### src/hw/rtl/argsort_pkg.sv
// shared types and constants of the index sorter
package argsort_pkg;

  localparam int MAX_ITEMS = 32;
  localparam int IDX_W     = $clog2(MAX_ITEMS);
  localparam int CNT_W     = $clog2(MAX_ITEMS + 1);
  localparam int KEY_W     = 64;
  localparam int POS_W     = 6;
  localparam int QDEPTH    = 4;
  localparam int QPTR_W    = $clog2(QDEPTH);
  localparam int ADDR_W    = 3;
  localparam int DATA_W    = 32;

  localparam logic REG_DESCENDING = 1'b0;

  typedef struct packed {
    logic [KEY_W-1:0] key_value;
    logic             last_item;
  } in_item_t;

  typedef struct packed {
    logic [POS_W-1:0] position;
    logic             overflow;
    logic             last_result;
  } out_item_t;

  typedef struct packed {
    logic [KEY_W-1:0] key_value;
    logic             last_item;
    logic             descending;
  } q_entry_t;

  typedef struct packed {
    logic     valid;
    q_entry_t entry;
  } q_head_t;

endpackage

### src/hw/rtl/argsort_front.sv
// front end: request intake and queue toward the sort chain
module argsort_front (
  input  logic                  clk,
  input  logic                  rst_n,
  input  logic                  in_valid,
  output logic                  in_stall,
  input  argsort_pkg::in_item_t in_data,
  input  logic                  cfg_desc,
  output argsort_pkg::q_head_t  q_head,
  input  logic                  q_pop
);

  argsort_pkg::q_entry_t             mem_r [argsort_pkg::QDEPTH];
  logic [argsort_pkg::QPTR_W-1:0]    wr_r, wr_nxt;
  logic [argsort_pkg::QPTR_W-1:0]    rd_r, rd_nxt;
  logic [argsort_pkg::QPTR_W:0]      fill_r, fill_nxt;
  logic                              push;
  logic                              pop;
  argsort_pkg::q_entry_t             entry;

  assign in_stall = (fill_r == (argsort_pkg::QPTR_W + 1)'(argsort_pkg::QDEPTH));
  assign push     = in_valid && !in_stall;
  assign pop      = q_pop && (fill_r != '0);

  always_comb begin
    entry.key_value  = in_data.key_value;
    entry.last_item  = in_data.last_item;
    entry.descending = in_data.last_item ? cfg_desc : 1'b0;
  end

  always_comb begin
    wr_nxt   = push ? wr_r + 1'b1 : wr_r;
    rd_nxt   = pop ? rd_r + 1'b1 : rd_r;
    fill_nxt = fill_r;
    if (push && !pop) begin
      fill_nxt = fill_r + 1'b1;
    end else if (!push && pop) begin
      fill_nxt = fill_r - 1'b1;
    end
  end

  always_ff @(posedge clk) begin
    if (!rst_n) begin
      wr_r   <= '0;
      rd_r   <= '0;
      fill_r <= '0;
    end else begin
      wr_r   <= wr_nxt;
      rd_r   <= rd_nxt;
      fill_r <= fill_nxt;
    end
  end

  always_ff @(posedge clk) begin
    if (push) begin
      mem_r[wr_r] <= entry;
    end
  end

  always_comb begin
    q_head.valid = (fill_r != '0);
    q_head.entry = mem_r[rd_r];
  end

endmodule

### config.mk
export PLATFORM = sky130hd
export DESIGN_NAME = argsort_front
export DESIGN_NICKNAME = d
export VERILOG_FILES = /design/src/hw/rtl/argsort_pkg.sv /design/src/hw/rtl/argsort_front.sv
export SDC_FILE = /design/constraint.sdc
export NUM_CORES = 1
export LEC_CHECK = 0
export ABC_AREA = 1
export BUFFER_PORTS_ARGS = -buffer_cell sky130_fd_sc_hd__clkbuf_2
export CAP_MARGIN = 40
export CORE_ASPECT_RATIO = 1.75
export CORE_MARGIN = 1
export CORE_UTILIZATION = 32
export DETAILED_ROUTE_END_ITERATION = 10
export GPL_ROUTABILITY_DRIVEN = 0
export GPL_TIMING_DRIVEN = 0
export SLEW_MARGIN = 0
export SYNTH_ARGS = -nofsm -noshare
export SYNTH_HDL_FRONTEND = slang
export SYNTH_SLANG_ARGS = --single-unit
### constraint.sdc
create_clock -name clk -period 5 [get_ports clk]
set_clock_uncertainty 0.1 [all_clocks]
set_input_delay 1 -clock clk [delete_from_list [all_inputs] [get_ports clk]]
set_output_delay 1 -clock clk [all_outputs]
set_load 0.01 [all_outputs]
==> run summary <==
Setup repair after global routing left no endpoint under its margin. The via count of the first global-routing pass came out at 6473. The number of placed I/O pins came out at roughly 140.

The met2 wire length is 14.6 mm. The normalized max-slew margin came out at 60.0%. Sequential cells were found to cover 74.6% of the synthesized design area. The detailed router put a total of 9.54 mm of wire on met1. The flow ran to the end, and the final reports show no timing, DRC or antenna violations. The startpoint identified for the worst register-to-register timing path is fill_r[0]. The aggregate routed wire length is 25.7 mm.

The number of cell rows is 89. The data arrival time at the worst-slack endpoint is 2.41 ns. The number of antenna violations at the first check in global routing came out at 1. The slew at the pin closest to its max-slew limit came out at 0.601 ns. For this block, the initial DRC count from the detailed router was 351.

Counting distinct cell types in the post-synthesis netlist gives 25. The number of sinks handled by clock tree synthesis is around 270. The area of the core region came out at around 34000 µm². At the later pin of the worst-skew pair, clock insertion delay measures 0.53 ns. The synthesized design contains about 260 enable-type register cells. The count of buffers added on input and output ports is 137.

Setup violations remaining at the end of the flow were counted as 0. The width of the chip came out at 141 µm. In this run the critical register-to-register path is captured at mem_r[0][40]. The startpoint identified for the worst hold timing path is rd_r[0]. The kind of end point of the critical path is an output port. In the routed design, unresolved DRC markers number 0. The total number of yosys warnings is 0. Buffers inserted during clock tree synthesis total 25. The proportion of netlist area held by the largest area contributor came out at 72.9%. Measured in cells, the most critical reg-to-reg path has a length of 7. The number of buffers inserted to repair setup after CTS is 0. The number of instances in the synthesized netlist came out at 709. The average wire per standard cell is 18.9 µm. The final cell count without fillers is between 1000 and 1500. The total power is ~6.6 mW. The pin count of the biggest net entering global routing is 26. TritonCTS built the clock tree. The power per unit of standard cell area came out at 499 nW/µm². The synthesized netlist net count is 785. The met3 wire length is 871 µm. The die outline height is 246 µm.

The reg2reg setup slack came out at 2.60 ns. The time the worst path needs with I/O delays and setup came out at 3.51 ns. The instance count after placement with tap cells included is roughly 1300.

For this design, the CTS-stage hold fixing added 0 buffers. The data required time at the worst endpoint came out at 3.90 ns. The count of TritonRoute iterations in the first routing pass is 4. The end-of-flow core utilization is 39.4%. The first global-routing pass estimated 38.0 mm of wire.

The most frequently used cell type in the post-synthesis netlist is sky130_fd_sc_hd__edfxtp_1. The net count of the finished layout is 961. The post-cts sizing count is 0. The total overflow reported by the global router is 0. By count the netlist is led by 264 x sky130_fd_sc_hd__edfxtp_1, 119 x sky130_fd_sc_hd__o21ai_0, 100 x sky130_fd_sc_hd__nor2_1. The peak fanout along the critical path came out at 10. The signal on the critical path passes through buf_6, clkbuf_1, nor2_1, o22ai_2, clkbuf_2.

The floorplan step defined a die boundary enclosing 34700 µm². The post-synthesis instance area is roughly 11000 µm². The nature of the critical path startpoint is a register.

The share of layout cells above drive strength 1 came out at between 30% and 40%. The path class of the tightest hold or removal check is reg2reg. The overall global routing resource usage is roughly 15%.

The clock-pin slew of the registers on the worst-case setup and hold paths came out at 0.07 ns. The leakage power total came out at approximately 4.6 nW. Broken down by cell family, the worst path's largest delay share belongs to buffers and inverters.

The largest total area in the synthesized netlist belongs to sky130_fd_sc_hd__edfxtp_1. The area growth from synthesis to final layout came out at 21.7%. The detail-routed via count per cell is ~4.7. The delay contributed by the slowest stage of the critical path came out at ~0.61 ns. For hold timing, the worst endpoint is rd_r[0]. The CTS H-tree depth came out at 1. The critical path class is reg2out. The highest metal layer carrying signal wires in the routed design is met4. The number of buffers and inverters on the critical path is 3.

By area the synthesized netlist is led by sky130_fd_sc_hd__edfxtp_1 73%, sky130_fd_sc_hd__o21ai_0 5.5%, sky130_fd_sc_hd__o22ai_2 4.6%, sky130_fd_sc_hd__nor2_4 4.1%, sky130_fd_sc_hd__nor2_1 3.5%. The post-synthesis register bit count came out at approximately 270. In the synthesized netlist the dominant register cell turns out to be sky130_fd_sc_hd__edfxtp_1. The buffer cell driving the clock tree root is sky130_fd_sc_hd__clkbuf_16.

The number of max-capacitance violations reported is 0. The number of max-slew violations in the final report came out at 0. The largest individual stage delay along the critical path comes from the cell sky130_fd_sc_hd__dfxtp_1. The highest achievable clock rate came out at approximately 0.28 GHz. The HPWL after detailed placement came out at between 15 and 20 mm. The effective utilization at floorplan is 32.3%.

The worst-case clock buffer depth is 3. The instance count along the most critical hold path is 2. The worst supply voltage drop on vdd is 0.000383 V. The post-synthesis async set-or-reset flop share came out at 0%. The total via count in the routed design came out at 6410. The number of nets with antenna violations after routing came out at 0. The number of hold violations in the final report is 0.

The worst path uses 70.2% of the clock period. The synthesized area divided by synthesized cell count is around 15 µm².
-- where the power goes --
| group | internal, mW | switching [mW] |
|---|---|---|
| Sequential | 2.78 | 0.0731 |
| Clock | 1.03 | 0.821 |
| Combinational | 0.684 | 1.22 |
| Total | 4.49 | 2.11 |
-- metal layers --
metal | global-route usage (%) | vias up
met5 | 0 | -
met4 | 5.79 | 0
li1 | - | 3005
met3 | 1.91 | 32
met1 | 15.7 | 3233
met2 | 28.9 | 140
-- cell families (layout without fill, tap and decap cells) --
| group | after synthesis | count (layout) | share of synthesized area (%) |
|---|---|---|---|
| adder cells (fa/ha/maj) | 6 | 6 | 0.760 |
| flip-flops | 273 | 273 | 74.6 |
| buffers and inverters | 60 | 254 | 3.35 |
| AO/OA/AOI/OAI | 202 | 202 | 12.5 |
| AND/OR/NAND/NOR | 167 | 167 | 8.75 |
| XOR/XNOR | 1 | 1 | 0.0806 |
| other | 0 | 1 | 0 |
-- sequential cells by signal, indices dropped and copies added, names as in the netlist, named ones only --
register and flops:
fill_r 3, mem_r 264, rd_r 2, wr_r 2
-- cells in the final DEF (no fill, tap or decap), types with 6 or more instances in the layout --
cell,count
sky130_fd_sc_hd__buf_12,10
sky130_fd_sc_hd__buf_16,7
sky130_fd_sc_hd__buf_2,9
sky130_fd_sc_hd__clkbuf_1,27
sky130_fd_sc_hd__clkbuf_16,25
sky130_fd_sc_hd__clkbuf_2,137
sky130_fd_sc_hd__clkinv_2,8
sky130_fd_sc_hd__dfxtp_1,9
sky130_fd_sc_hd__edfxtp_1,264
sky130_fd_sc_hd__inv_1,16
sky130_fd_sc_hd__nand2_1,16
sky130_fd_sc_hd__nor2_1,96
sky130_fd_sc_hd__nor2_2,6
sky130_fd_sc_hd__nor2_4,44
sky130_fd_sc_hd__o21ai_0,119
sky130_fd_sc_hd__o21ai_1,10
sky130_fd_sc_hd__o22ai_1,26
sky130_fd_sc_hd__o22ai_2,40
-- cell type report --
cell class	instances	area, µm²
fill	3195	20400
buffer	42	292
multi-input combinational	376	2430
timing repair buffer	149	978
antenna	1	2.50
clock inverter	15	138
clock buffer	30	644
sequential	273	8110
tap	455	569
inverter	18	72.6
-- stage by stage --
| stage | setup slack [ns] | setup TNS, ns | instance area, µm² | hold slack [ns] |
|---|---|---|---|---|
| floorplan | 0.540 | 0 | 10900 | 0.365 |
| global placement | -2.29 | -556.94 | 12100 | 0.386 |
| detailed placement | 1.98 | 0 | 12500 | 0.399 |
| CTS | 1.40 | 0 | 13200 | 0.409 |
| global route | 1.33 | 0 | 13200 | 0.435 |
| finish | 1.49 | 0 | 13200 | 0.404 |
-- worst reg2reg max path, cell delays in order (launching register included) --
cell	delay, ns
sky130_fd_sc_hd__dfxtp_1	0.40
sky130_fd_sc_hd__nor2_1	0.08
sky130_fd_sc_hd__nand2_1	0.12
sky130_fd_sc_hd__nand2_1	0.26
sky130_fd_sc_hd__nor2_4	0.48
sky130_fd_sc_hd__buf_16	0.23
sky130_fd_sc_hd__buf_12	0.21
sky130_fd_sc_hd__buf_16	0.19
-- worst max path at each step --
stage	startpoint	to	cells past startpoint
after CTS	register	q_head[28]	5
final	register	q_head[28]	5
after detailed placement	register	q_head[28]	5
after floorplan	in_valid	mem_r[0][0]	2
after global placement	in_valid	mem_r[3][21]	3
after global routing	register	q_head[12]	5
Power figures use the tool's default switching activity.
